`config.mk`:
```
export PLATFORM = sky130hd
export DESIGN_NAME = seven_segment_three_digit_scanner
export DESIGN_NICKNAME = d
export VERILOG_FILES = /design/src/rtl/core/seg3_pkg.sv /design/src/rtl/core/seven_segment_three_digit_scanner.sv /design/src/rtl/core/seg3_decode.sv
export SDC_FILE = /design/constraint.sdc
export NUM_CORES = 1
export LEC_CHECK = 0
export BUFFER_PORTS_ARGS = -buffer_cell sky130_fd_sc_hd__buf_2
export CAP_MARGIN = 20
export CORE_MARGIN = 4
export CORE_UTILIZATION = 53
export DETAILED_ROUTE_END_ITERATION = 8
export PLACE_DENSITY = 0.84
export SYNTH_ARGS = -nofsm -noshare
export SYNTH_HDL_FRONTEND = slang
export SYNTH_SLANG_ARGS = --single-unit
```
`constraint.sdc`:
```
create_clock -name clock -period 13.2 [get_ports clock]
set_clock_uncertainty 0.15 [all_clocks]
set_input_delay 2.64 -clock clock [delete_from_list [all_inputs] [get_ports clock]]
set_output_delay 2.64 -clock clock [all_outputs]
set_load 0.005 [all_outputs]
```
`src/rtl/core/seg3_pkg.sv`:
```
package seg3_pkg;

   localparam int unsigned NUM_DIGITS = 3;
   localparam logic [2:0] PHASE_LAST = 3'd5;

   localparam logic [7:0] SEG_BLANK = 8'h00;
   localparam logic [7:0] SEG_MINUS = 8'h02;
   localparam logic [7:0] SEG_G_MASK = 8'h02;
   localparam logic [7:0] SEG_DRIVE_MASK = 8'hFE;
   localparam logic [2:0] SELECT_NONE = 3'd7;

   localparam logic [7:0] OFF_TICKS_RESET = 8'd2;
   localparam logic [7:0] ON_TICKS_RESET = 8'd10;

   // register indexes on the csr port
   localparam logic CSR_OFF_TICKS = 1'b0;
   localparam logic CSR_ON_TICKS = 1'b1;

   // item commands
   localparam logic CMD_TICK = 1'b0;
   localparam logic CMD_LOAD = 1'b1;

   typedef struct packed {
      logic load;
      logic [NUM_DIGITS-1:0][7:0] pattern;
   } decode_type;

   function automatic logic [7:0] digit_glyph(input logic [3:0] digit);
      logic [7:0] glyph;
      case (digit)
         4'd0: glyph = 8'hFC;
         4'd1: glyph = 8'h60;
         4'd2: glyph = 8'hDA;
         4'd3: glyph = 8'hF2;
         4'd4: glyph = 8'h66;
         4'd5: glyph = 8'hB6;
         4'd6: glyph = 8'hBE;
         4'd7: glyph = 8'hE4;
         4'd8: glyph = 8'hFE;
         4'd9: glyph = 8'hF6;
         default: glyph = SEG_BLANK;
      endcase
      return glyph;
   endfunction

   function automatic logic [2:0] select_code(input logic [1:0] digit);
      logic [2:0] code;
      case (digit)
         2'd0: code = 3'd6;
         2'd1: code = 3'd5;
         2'd2: code = 3'd3;
         default: code = SELECT_NONE;
      endcase
      return code;
   endfunction

endpackage

```
`src/rtl/core/seven_segment_three_digit_scanner.sv`:
```
// Three-digit multiplexed seven-segment driver. Each accepted item gives exactly
// one result item in the next cycle, and a new item is taken every cycle while
// the result register is free or being drained, so the rate is one item per
// clock; the single result register is what sets it. A load item (cmd 1)
// decodes a signed value into three digit patterns: 0..999 shows with leading
// zeros blanked, values above 999 show as 999, -99..-1 shows a minus sign and
// two digits, and -100 or below is ignored. A load does not change the driven
// lines; its result repeats them. A scan tick item (cmd 0) steps a six-phase
// scan: blank gap, digit 0, gap, digit 1, gap, digit 2. A gap lasts
// off_ticks+1 ticks and clears segments a..f while keeping g and the select;
// a digit lasts on_ticks+1 ticks with its active-low select. scan_phase gives
// the phase that drove the lines of that tick. off_ticks sits at byte address
// 0 and on_ticks at 4 on the csr port; write them only while the block idles.
module seven_segment_three_digit_scanner
   import seg3_pkg::*;
(
   input  logic              clock,
   input  logic              reset,
   // input items
   input  logic              req_valid,
   output logic              req_ready,
   input  logic              req_cmd,
   input  logic signed [10:0] req_value,
   // result items
   output logic              rsp_valid,
   input  logic              rsp_ready,
   output logic [7:0]        rsp_seg_pattern,
   output logic [2:0]        rsp_digit_select,
   output logic [2:0]        rsp_scan_phase,
   // configuration
   input  logic              csr_psel,
   input  logic              csr_penable,
   input  logic              csr_pwrite,
   input  logic [2:0]        csr_paddr,
   input  logic [31:0]       csr_pwdata,
   output logic [31:0]       csr_prdata,
   output logic              csr_pready
);

   // config registers
   logic [7:0] off_ticks_ff;
   logic [7:0] on_ticks_ff;

   // scan state
   logic [NUM_DIGITS-1:0][7:0] pattern_ff, pattern_in;
   logic [2:0] phase_ff, phase_in;
   logic [8:0] count_ff, count_in;
   logic [7:0] seg_ff, seg_in;
   logic [2:0] sel_ff, sel_in;

   // result register
   logic       rsp_valid_ff;
   logic [7:0] rsp_seg_ff;
   logic [2:0] rsp_sel_ff;
   logic [2:0] rsp_phase_ff;

   logic       accept;
   logic       csr_write;
   logic       csr_index;
   logic [8:0] count_inc;
   logic [1:0] digit;
   decode_type decode;

   seg3_decode u_decode (
      .value  (req_value),
      .decode (decode)
   );

   // result slot is free or drains this cycle
   assign req_ready = !rsp_valid_ff || rsp_ready;
   assign accept = req_valid && req_ready;

   assign rsp_valid = rsp_valid_ff;
   assign rsp_seg_pattern = rsp_seg_ff;
   assign rsp_digit_select = rsp_sel_ff;
   assign rsp_scan_phase = rsp_phase_ff;

   // csr port, always ready, word index from address bit 2
   assign csr_pready = 1'b1;
   assign csr_index = csr_paddr[2];
   assign csr_write = csr_psel && csr_penable && csr_pwrite && csr_pready;
   assign csr_prdata = {24'd0, (csr_index == CSR_ON_TICKS) ? on_ticks_ff : off_ticks_ff};

   // odd phases drive digit (phase-1)/2
   assign digit = phase_ff[2:1];
   assign count_inc = count_ff + 9'd1;

   always_comb begin
      pattern_in = pattern_ff;
      phase_in = phase_ff;
      count_in = count_ff;
      seg_in = seg_ff;
      sel_in = sel_ff;
      if (req_cmd == CMD_LOAD) begin
         // new patterns, driven lines untouched
         if (decode.load) begin
            pattern_in = decode.pattern;
         end
      end else if (!phase_ff[0]) begin
         // blank gap: only g survives
         seg_in = seg_ff & SEG_G_MASK;
         count_in = count_inc;
         if (count_inc > {1'b0, off_ticks_ff}) begin
            phase_in = phase_ff + 3'd1;
            count_in = 9'd0;
         end
      end else begin
         // digit on phase
         seg_in = pattern_ff[digit] & SEG_DRIVE_MASK;
         sel_in = select_code(digit);
         count_in = count_inc;
         if (count_inc > {1'b0, on_ticks_ff}) begin
            phase_in = (phase_ff == PHASE_LAST) ? 3'd0 : phase_ff + 3'd1;
            count_in = 9'd0;
         end
      end
   end

   always_ff @(posedge clock) begin
      if (reset) begin
         off_ticks_ff <= OFF_TICKS_RESET;
         on_ticks_ff <= ON_TICKS_RESET;
      end else if (csr_write) begin
         if (csr_index == CSR_OFF_TICKS) begin
            off_ticks_ff <= csr_pwdata[7:0];
         end else begin
            on_ticks_ff <= csr_pwdata[7:0];
         end
      end
   end

   always_ff @(posedge clock) begin
      if (reset) begin
         pattern_ff <= {NUM_DIGITS{SEG_BLANK}};
         phase_ff <= 3'd0;
         count_ff <= 9'd0;
         seg_ff <= SEG_BLANK;
         sel_ff <= SELECT_NONE;
      end else if (accept) begin
         pattern_ff <= pattern_in;
         phase_ff <= phase_in;
         count_ff <= count_in;
         seg_ff <= seg_in;
         sel_ff <= sel_in;
      end
   end

   always_ff @(posedge clock) begin
      if (reset) begin
         rsp_valid_ff <= 1'b0;
      end else if (accept) begin
         rsp_valid_ff <= 1'b1;
      end else if (rsp_ready) begin
         rsp_valid_ff <= 1'b0;
      end
   end

   // result payload, no reset needed
   always_ff @(posedge clock) begin
      if (accept) begin
         rsp_seg_ff <= seg_in;
         rsp_sel_ff <= sel_in;
         rsp_phase_ff <= phase_ff;
      end
   end

   // the scan never leaves its six phases
   assert property (@(posedge clock) disable iff (reset) phase_ff <= PHASE_LAST)
      else $error("scan phase out of range");

   // a tick in a blank gap drives segments a..f low
   assert property (@(posedge clock) disable iff (reset)
      accept && req_cmd == CMD_TICK && !phase_ff[0] |=> rsp_seg_pattern[7:2] == 6'd0)
      else $error("segments driven during blank gap");

   // at most one digit selected, segment bit 0 never driven
   assert property (@(posedge clock) disable iff (reset)
      rsp_valid |-> $countones(~rsp_digit_select) <= 1 && !rsp_seg_pattern[0])
      else $error("bad result lines");

   // a load leaves the scan position alone
   assert property (@(posedge clock) disable iff (reset)
      accept && req_cmd == CMD_LOAD |=> phase_ff == $past(phase_ff)
         && count_ff == $past(count_ff))
      else $error("load moved the scan");

endmodule

```
`src/rtl/core/seg3_decode.sv`:
```
module seg3_decode
   import seg3_pkg::*;
(
   input  logic signed [10:0] value,
   output decode_type         decode
);

   logic        neg;
   logic [9:0]  pos_sat;
   logic [15:0] hund_prod;
   logic [3:0]  hund;
   logic [9:0]  pos_rem;
   logic [10:0] neg_full;
   logic [6:0]  rem;
   logic [14:0] tens_prod;
   logic [3:0]  tens;
   logic [6:0]  units_wide;
   logic [3:0]  units;

   always_comb begin
      neg = value[10];
      // clamp above 999
      pos_sat = (value[9:0] > 10'd999) ? 10'd999 : value[9:0];
      // n / 100 by reciprocal, exact for n below 1000
      hund_prod = 16'(pos_sat) * 16'd41;
      hund = hund_prod[15:12];
      pos_rem = pos_sat - 10'(hund) * 10'd100;
      neg_full = -value;
      rem = neg ? neg_full[6:0] : pos_rem[6:0];
      // r / 10 by reciprocal, exact for r below 100
      tens_prod = 15'(rem) * 15'd205;
      tens = tens_prod[14:11];
      units_wide = rem - 7'(tens) * 7'd10;
      units = units_wide[3:0];

      decode.load = !neg || (value > -11'sd100);
      decode.pattern[2] = digit_glyph(units);
      if (neg) begin
         decode.pattern[0] = SEG_MINUS;
         decode.pattern[1] = (tens == 4'd0) ? SEG_BLANK : digit_glyph(tens);
      end else begin
         decode.pattern[0] = (hund == 4'd0) ? SEG_BLANK : digit_glyph(hund);
         decode.pattern[1] = (hund == 4'd0 && tens == 4'd0) ? SEG_BLANK
                                                            : digit_glyph(tens);
      end
   end

endmodule

```
==> out/metrics.yaml, run 1 <==
synthesis:
  syn_area_per_cell_um2: 8.13
  syn_area_mm2: 0.00673
  yosysSeqAreaShare_pct: 24.4
  synth_top_area_share_pct: 18.8
  synth_ff_type: "dfxtp_1"
  synth-seq-cells: 75
  yosysWarnings: 0
  syn_inst: 828
  yosys.area.top_type: "ha_1"
  synthTopCellsByArea: "ha_1 (19%), dfxtp_1 (18%), nand2_1 (6.8%)"
  yosysUniqueCellTypes: 72
  synthArstFlopShare_pct: 0
  synth_edf_count: 14
final_layout:
  layout-drive-gt1-share_pct: 11.4
  fin_nets: 1038
  mostFrequentLayoutCells: "nand2_1 (122), ha_1 (101), inv_1 (78)"
  area_growth_syn_to_layout_pct: 10.0
  mostFrequentLayoutCell: "nand2_1"
  num_antenna_cells: 0
sta:
  hold_slack_ns: 0.293
  fin_crit_ns: 12.56
  setup_viol: 0
  finalMaxSlewViolations: 0
  rsz0062_at_grt: "no"
  fmax_ghz: 0.0796
  period_share_pct: 95.1
  slew_headroom_pct: 35.2
  worstMarginPinSlew_ns: 0.972
  hold_violations: 0
clock_tree:
  cts.clk_slew.worst_paths_ns: 0.06
  clockBufferDepth: 2
  root_buffer: "clkbuf_16"
  cts-htree-levels: 3
  cts_hold_buf: 0
  clkSinkCount: 75
  numCtsBuffers: 9
  cts_tree: "done"
  clock_latency_ns: 0.35
global_route:
  grt_max_degree: 51
  grt_pass1_vias: 5429
  grt_overflow_total: 0
  track_usage_pct: 20.4
  grt_pass1_wl_mm: 24.6
  antenna_found_initial: 0
route:
  drt-total-wl_mm: 14.7
  dr.pass1.iters: 5
  viasPerCell: 5.57
  drt-wirelength-per-cell_um: 14.1
  route.detailed.drc: 0
  drt_first_iter_violations: 349
  antenna_left: 0
  vias: 5811
setup_path:
  critPathSlowestCell: "fa_2"
  worst-path-buf-inv: 10
  required_ns: 13.34
  max_stage_delay_ns: 0.62
  path_class: "input port to flip-flop"
  start_kind: "input port"
  endpoint_kind: "flip-flop"
  r2r_start: "count_ff[0]"
  crit_family: "adder cells"
  reg2reg_to: "count_ff[1]"
  crit_fanout: 9
  ff2ff_path_depth: 12
  r2r_slack_ns: 9.88
  arrival_ns: 12.70
job:
  cap_violations: 0
hold_path:
  worstHoldEndpoint: "pattern_ff[2]"
  hp-start: "pattern_ff[2]"
  holdPathStages: 2
  hold_class: "flip-flop to flip-flop"
placement:
  port_buffers: 51
  gp_congestion: 0.880
  dp_hpwl_mm: 11.3
floorplan:
  coreArea_mm2: 0.0122
  die_area_mm2: 0.0146
  start_util_pct: 55.1
  row_count: 40
  die_w_um: 121
  io_pins: 103
  die_h_um: 121
run_status:
  status: "complete, no violations"
==> layout make-up <==
cell class,count,area (µm²)
Clock inverter,6,62.6
Inverter,80,300
Multi-Input combinational cell,637,4570
Sequential cell,75,1640
Clock buffer,10,250
Fill cell,1070,4810
Tap cell,168,210
Timing Repair Buffer,67,373
==> Yosys cell counts, types with 3 or more instances <==
library cell and n:
nand2_1 122, ha_1 101, inv_1 78, dfxtp_1 61, nor2_1 44, a21oi_1 43
o21ai_0 39, clkbuf_1 27, buf_4 25, nand3_1 23, nor3_1 15, xnor2_1 15
edfxtp_1 14, xor2_1 14, fa_1 13, mux2i_1 12, nand2b_1 11, nand4_1 11
and3_1 10, nor3b_1 10, o211ai_1 10, o22ai_1 8, a211o_1 7, a211oi_1 7
a21o_1 7, and2_1 7, o21a_1 7, a31oi_1 6, nor2b_1 6, or2_2 5
a22oi_1 4, buf_1 4, nor4b_1 4, or3_1 4, buf_6 3, mux2_2 3
nor4_1 3, o311ai_0 3
==> kinds of logic (layout without fill, tap and decap cells) <==
kind of cell | count (synthesis) | in the layout | synth area share [%]
adder cells (fa/ha/maj) | 115 | 115 | 22.8
buffers and inverters | 140 | 163 | 9.56
other | 2 | 25 | 0.112
multiplexers | 15 | 15 | 2.29
AO/OA/AOI/OAI | 166 | 166 | 15.9
XOR/XNOR | 32 | 33 | 4.87
flip-flops | 75 | 75 | 24.4
AND/OR/NAND/NOR | 283 | 283 | 20.1
==> worst reg2reg max path, stage by stage, from the launching register on <==
cell	delay, ns
dfxtp_1	0.43
ha_1	0.28
and3_1	0.26
and3_1	0.27
xor2_1	0.26
ha_1	0.30
o211ai_1	0.10
a21oi_1	0.06
o22a_1	0.20
nor3b_1	0.43
buf_4	0.25
o211ai_1	0.10
a21oi_1	0.16
==> state kept, by name, summed over array words and instances (netlist names) <==
register	cells
sel_ff	3
count_ff	9
pattern_ff	21
on_ticks_ff	8
rsp_seg_pattern	8
seg_ff	8
phase_ff	3
rsp_valid	1
rsp_digit_select	3
rsp_scan_phase	3
off_ticks_ff	8
==> per-stage QoR <==
step / TNS, ns / instances / instance area [µm²] / util [%] / worst slack, ns
after global routing: 0 / 1043 / 7410 / 60.6 / 0.0274
after global placement: 0 / 1019 / 7010 / 57.4 / 0.194
final: 0 / 1043 / 7410 / 60.6 / 0.640
after CTS: 0 / 1035 / 7320 / 59.9 / 0.319
after detailed placement: -0.0466 / 1019 / 7010 / 57.4 / -0.0303
after floorplan: 0 / 851 / 6820 / - / 0.622
==> per-layer routing <==
layer	vias to the layer above	global-route usage [%]	part of all wire (%)
li1	2910	-	-
met1	2712	26.9	46
met2	166	34.0	47
met3	23	1.64	4.4
met4	0	9.28	2.1
met5	-	0	0
==> worst max-delay path by stage <==
stage	startpoint	slack (ns)	end	depth (start not counted)
2_1_floorplan	req_value[5]	0.62	pattern_ff[19]	46
3_3_place_gp	req_value[8]	0.19	pattern_ff[20]	46
3_5_place_dp	req_value[5]	-0.03	pattern_ff[23]	45
4_1_cts	req_value[5]	0.32	pattern_ff[23]	45
5_1_grt	req_value[6]	0.03	pattern_ff[23]	46
6_report	req_value[5]	0.64	pattern_ff[23]	46
==> timing repair <==
action / CTS / global route
gates resized for setup: 0 / 3
buffers inserted: 0 / 6
endpoints found under the setup margin: 0 / 7
Power of run 1 is not shown: default switching activity piles up to over one toggle a cycle in this logic, so the estimate is an artifact.
==> run 2: changes to the inputs <==
- CORE_ASPECT_RATIO: unset -> 1.4
- CTS_BUF_LIST: unset -> sky130_fd_sc_hd__clkbuf_16
==> out/metrics.yaml, run 2 (synthesized netlist as in run 1, its figures left out) <==
clock_tree:
  cts.clk_slew.worst_paths_ns: 0.06  # about the same
  root_buffer: "clkbuf_16"  # unchanged
  clock_latency_ns: 0.34  # was 0.35 ns
  clkSinkCount: 75  # unchanged
  clockBufferDepth: 2  # unchanged
  cts-htree-levels: 3  # unchanged
  numCtsBuffers: 9  # unchanged
  cts_setup_buffers: 0  # unchanged
  cts_tree: "done"  # unchanged
final_layout:
  fin_nets: 1032  # was 1,038
  seqCellArea_mm2: 0.00164  # unchanged
  postLayoutCellArea_mm2: 0.00730  # was 0.00741 mm²
  layout-drive-gt1-share_pct: 10.7  # was 11.4%
  largestRegisters: "pattern_ff x21, count_ff x9"  # unchanged
  area_growth_syn_to_layout_pct: 8.44  # was 10.0%
  mostFrequentLayoutCells: "nand2_1 (122), ha_1 (101), inv_1 (79)"  # was nand2_1 (122), ha_1 (101), inv_1 (78)
  regMostFlops: "pattern_ff"  # unchanged
  num-fill-cells: 1132  # was 1,070
  multi_input_area_mm2: 0.00454  # was 0.00457 mm²
  largest_register_ffs: 21  # unchanged
  mostFrequentLayoutCell: "nand2_1"  # unchanged
  num_antenna_cells: 0  # unchanged
global_route:
  grt_overflow_total: 0  # unchanged
  grt_pass1_vias: 5625  # was 5,429
  track_usage_pct: 21.0  # was 20.4%
  antenna_found_initial: 0  # unchanged
  grt_pass1_wl_mm: 24.8  # was 24.6 mm
  grt_max_degree: 51  # unchanged
setup_path:
  reg2reg_to: "phase_ff[1]"  # was count_ff[1]
  arrival_ns: 12.71  # was 12.70 ns
  ff2ff_path_depth: 12  # unchanged
  r2r_start: "count_ff[0]"  # unchanged
  crit_fanout: 10  # was 9
  cp_common_cell: "ha_1"
  endpoint_kind: "flip-flop"  # unchanged
  r2r_slack_ns: 10.12  # was 9.88 ns
  max_stage_delay_ns: 0.53  # was 0.62 ns
  critPathSlowestCell: "fa_1"  # was fa_2
  required_ns: 13.28  # was 13.34 ns
  start_kind: "input port"  # unchanged
  path_class: "input port to flip-flop"  # unchanged
sta:
  period_share_pct: 95.6  # was 95.1%
  slew_headroom_pct: 38.0  # was 35.2%
  final.setup.worst_slack_ns: 0.575  # was 0.640 ns
  hold_violations: 0  # unchanged
  finalMaxSlewViolations: 0  # unchanged
  fmax_ghz: 0.0792  # was 0.0796 GHz
  worstMarginPinSlew_ns: 0.930  # was 0.972 ns
  setup_tns_ns: 0  # unchanged
  fin_crit_ns: 12.63  # was 12.56 ns
  setup_viol: 0  # unchanged
placement:
  gp_congestion: 0.863  # was 0.880
  pre_cts_ws_ns: 0.0694  # was -0.0303 ns
  port_buffers: 51  # unchanged
  place_area_mm2: 0.00700  # was 0.00701 mm²
  dp_hpwl_mm: 11.6  # was 11.3 mm
floorplan:
  start_util_pct: 54.4  # was 55.1%
  die_h_um: 141  # was 121 µm
  die_w_um: 103  # was 121 µm
  row_count: 48  # was 40
  coreArea_mm2: 0.0124  # was 0.0122 mm²
  die_area_mm2: 0.0146  # about the same
  io_pins: 103  # unchanged
route:
  drt-total-wl_mm: 14.8  # was 14.7 mm
  route.detailed.drc: 0  # unchanged
  antenna_left: 0  # unchanged
  dr.pass1.iters: 5  # unchanged
  vias: 5751  # was 5,811
  drt_first_iter_violations: 193  # was 349
  viasPerCell: 5.64  # was 5.57
  drt-wirelength-per-cell_um: 14.5  # was 14.1 µm
hold_path:
  holdPathStages: 2  # unchanged
  worstHoldEndpoint: "off_ticks_ff[3]"  # was pattern_ff[2]
  hp-start: "off_ticks_ff[3]"  # was pattern_ff[2]
  hold_class: "flip-flop to flip-flop"  # unchanged
run_status:
  status: "complete, no violations"  # unchanged
job:
  cap_violations: 0  # unchanged
[run 2: cell count changes in the layout (fill, tap and decap cells not counted), sizes merged]
cell / delta
clkinv: -1
buf: -6
clkinvlp: -1
inv: +3
xnor3: -1
[run 2: through the flow]
step / instances / hold slack (ns) / utilization (%)
after CTS: 1019 / 0.309 / 58.9
after global routing: 1019 / 0.333 / 59.0
after floorplan: 851 / 0.265 / -
after global placement: 1003 / 0.291 / 56.6
after detailed placement: 1003 / 0.301 / 56.6
final: 1019 / 0.306 / 59.0
[run 2: worst max-delay path by stage]
stage                 startpoint             end  slack [ns]  cells after the start
floorplan           req_value[5]  pattern_ff[19]        0.62                     46
global placement    req_value[5]  pattern_ff[20]        0.19                     46
detailed placement  req_value[5]  pattern_ff[20]        0.07                     46
CTS                 req_value[5]  pattern_ff[20]        0.38                     46
global route        req_value[5]  pattern_ff[22]      -0.001                     47
finish              req_value[5]  pattern_ff[22]        0.57                     47
[run 2: cell type report]
type                       instances  area share (%)
multi-input combinational        636            62.2
sequential                        75            22.5
timing repair buffer              62            4.66
inverter                          80            4.11
clock buffer                       9            3.09
tap                              150            2.57
clock inverter                     7           0.857
[run 2: worst max-delay path, delay by kind of cell]
| kind | cells | cell delay [ns] |
|---|---|---|
| buffers and inverters | 10 | 0.89 |
| adders and majority gates | 13 | 4.44 |
| xor gates and xnor gates | 6 | 1.21 |
| muxes | 1 | 0.26 |
| and+or+nand+nor | 7 | 1.05 |
| AOI/OAI and AO/OA | 10 | 2.21 |
[run 2: metal layers]
layer  routed length, µm  global-route usage (%)  part of all wire, %  vias to the layer above
met1                5690                    22.3                   39                     2678
met3                 476                    3.49                  3.2                       50
met2                8030                    39.0                   54                      115
met4                 564                    9.82                  3.8                        0
met5                   0                       0                    0                        -
li1                    -                       -                    -                     2908
[run 2: timing repair]
action,in CTS,in global routing
hold endpoints to repair,0,0
hold buffers,0,0
endpoints found under the setup margin,0,11
gates resized for setup,0,4
Power of run 2 is left out for the same reason.
==> run 3: changes to the inputs <==
- SYNTH_HIERARCHICAL: unset -> 1
==> out/metrics.yaml, run 3 <==
global_route:
  antenna_found_initial: 0  # unchanged
  grt_max_degree: 64  # was 51
  track_usage_pct: 19.3  # was 21.0%
  grt_pass1_vias: 5158  # was 5,625
  grt_overflow_total: 0  # unchanged
  grt_pass1_wl_mm: 22.8  # was 24.8 mm
hold_path:
  holdPathStages: 2  # unchanged
  hold_class: "flip-flop to flip-flop"  # unchanged
run_status:
  status: "complete, no violations"  # unchanged
setup_path:
  start_kind: "input port"  # unchanged
  endpoint_kind: "flip-flop"  # unchanged
  ff2ff_path_depth: 10  # was 12
  required_ns: 13.25  # was 13.28 ns
  max_stage_delay_ns: 0.51  # was 0.53 ns
  path_class: "input port to flip-flop"  # unchanged
  critPathSlowestCell: "fa_1"  # unchanged
  crit_fanout: 11  # was 10
  arrival_ns: 12.45  # was 12.71 ns
  cp_common_cell: "ha_1"  # unchanged
clock_tree:
  root_buffer: "clkbuf_16"  # unchanged
  cts_tree: "done"  # unchanged
  cts-htree-levels: 3  # unchanged
  clkSinkCount: 75  # unchanged
  numCtsBuffers: 9  # unchanged
  cts.clk_slew.worst_paths_ns: 0.05  # was 0.06 ns
  clock_latency_ns: 0.34  # about the same
  clockBufferDepth: 2  # unchanged
  cts_setup_buffers: 0  # unchanged
floorplan:
  die_h_um: 140  # was 141 µm
  coreArea_mm2: 0.0120  # was 0.0124 mm²
  die_w_um: 102  # was 103 µm
  io_pins: 103  # unchanged
  die_area_mm2: 0.0143  # was 0.0146 mm²
  row_count: 47  # was 48
  start_util_pct: 54.8  # was 54.4%
placement:
  dp_hpwl_mm: 10.3  # was 11.6 mm
  port_buffers: 51  # unchanged
  gp_congestion: 0.861  # was 0.863
sta:
  hold_violations: 0  # unchanged
  setup_viol: 0  # unchanged
  rsz0062_at_grt: "no"
  fmax_ghz: 0.0807  # was 0.0792 GHz
  slew_headroom_pct: 44.8  # was 38.0%
  fin_crit_ns: 12.40  # was 12.63 ns
  period_share_pct: 93.9  # was 95.6%
  setup_tns_ns: 0  # unchanged
  worstMarginPinSlew_ns: 0.827  # was 0.930 ns
  finalMaxSlewViolations: 0  # unchanged
final_layout:
  fin_nets: 1010  # was 1,032
  mostFrequentLayoutCells: "nand2_1 (116), ha_1 (102), inv_1 (90)"  # was nand2_1 (122), ha_1 (101), inv_1 (79)
  largestRegisters: "pattern_ff x21, count_ff x9"  # unchanged
  layout-drive-gt1-share_pct: 11.8  # was 10.7%
  num_antenna_cells: 0  # unchanged
  area_growth_syn_to_layout_pct: 8.49  # was 8.44%
  largest_register_ffs: 21  # unchanged
  mostFrequentLayoutCell: "nand2_1"  # unchanged
  regMostFlops: "pattern_ff"  # unchanged
route:
  dr.pass1.iters: 5  # unchanged
  viasPerCell: 5.45  # was 5.64
  antenna_left: 0  # unchanged
  vias: 5414  # was 5,751
  drt_first_iter_violations: 236  # was 193
  route.detailed.drc: 0  # unchanged
  drt-wirelength-per-cell_um: 13.4  # was 14.5 µm
  drt-total-wl_mm: 13.3  # was 14.8 mm
synthesis:
  syn_area_mm2: 0.00657  # was 0.00673 mm²
  syn_inst: 806  # was 828
  syn_area_per_cell_um2: 8.15  # was 8.13 µm²
  yosysWarnings: 6  # was 0
job:
  cap_violations: 0  # unchanged
run 3: layout make-up:
cell class,instances,area [µm²]
clock buffer,9,225
fill,1108,4870
clock inverter,7,60.1
multi-input combinational,602,4340
inverter,90,338
timing repair buffer,63,345
sequential,75,1640
tap,147,184
run 3: per-stage QoR:
stage                     instances  worst slack [ns]  util, %  area [µm²]  hold WS [ns]
after global routing            993            0.0273     59.4        7130         0.327
after detailed placement        977             0.327     57.1        6840         0.296
after CTS                       993             0.647     59.4        7130         0.304
after global placement          977             0.420     57.1        6840         0.291
final                           993             0.802     59.4        7130         0.307
after floorplan                 829             0.800        -        6660         0.256
run 3: path summary, 6_finish.rpt:
| check | from | end | slack [ns] |
|---|---|---|---|
| worst max-delay path | req_value[3] | pattern_ff[17] | 0.80 |
| worst min-delay path | off_ticks_ff[4] | off_ticks_ff[4] | 0.31 |
| worst max register to register | count_ff[0] | phase_ff[2] | 9.75 |
| worst min register to register | off_ticks_ff[4] | off_ticks_ff[4] | 0.31 |
run 3: critical path: cells and delay by family:
kind,cells,cell delay (ns)
fa+ha+maj,12,4.21
compound gates,11,1.91
simple gates,9,1.80
xor+xnor,4,0.87
buf+inv,9,0.73
mux,1,0.28
run 3: routing by layer:
layer	GRT usage, %	wire, µm	up-vias
met2	34.7	7090	116
met1	22.2	5380	2494
met4	7.60	289	0
met5	0	0	-
li1	-	-	2783
met3	3.15	538	21
run 3: repair_timing:
item,4_1_cts,5_1_grt
hold buffers,0,0
endpoints found under the setup margin,0,6
gates resized for setup,0,2
Power of run 3 is left out for the same reason.
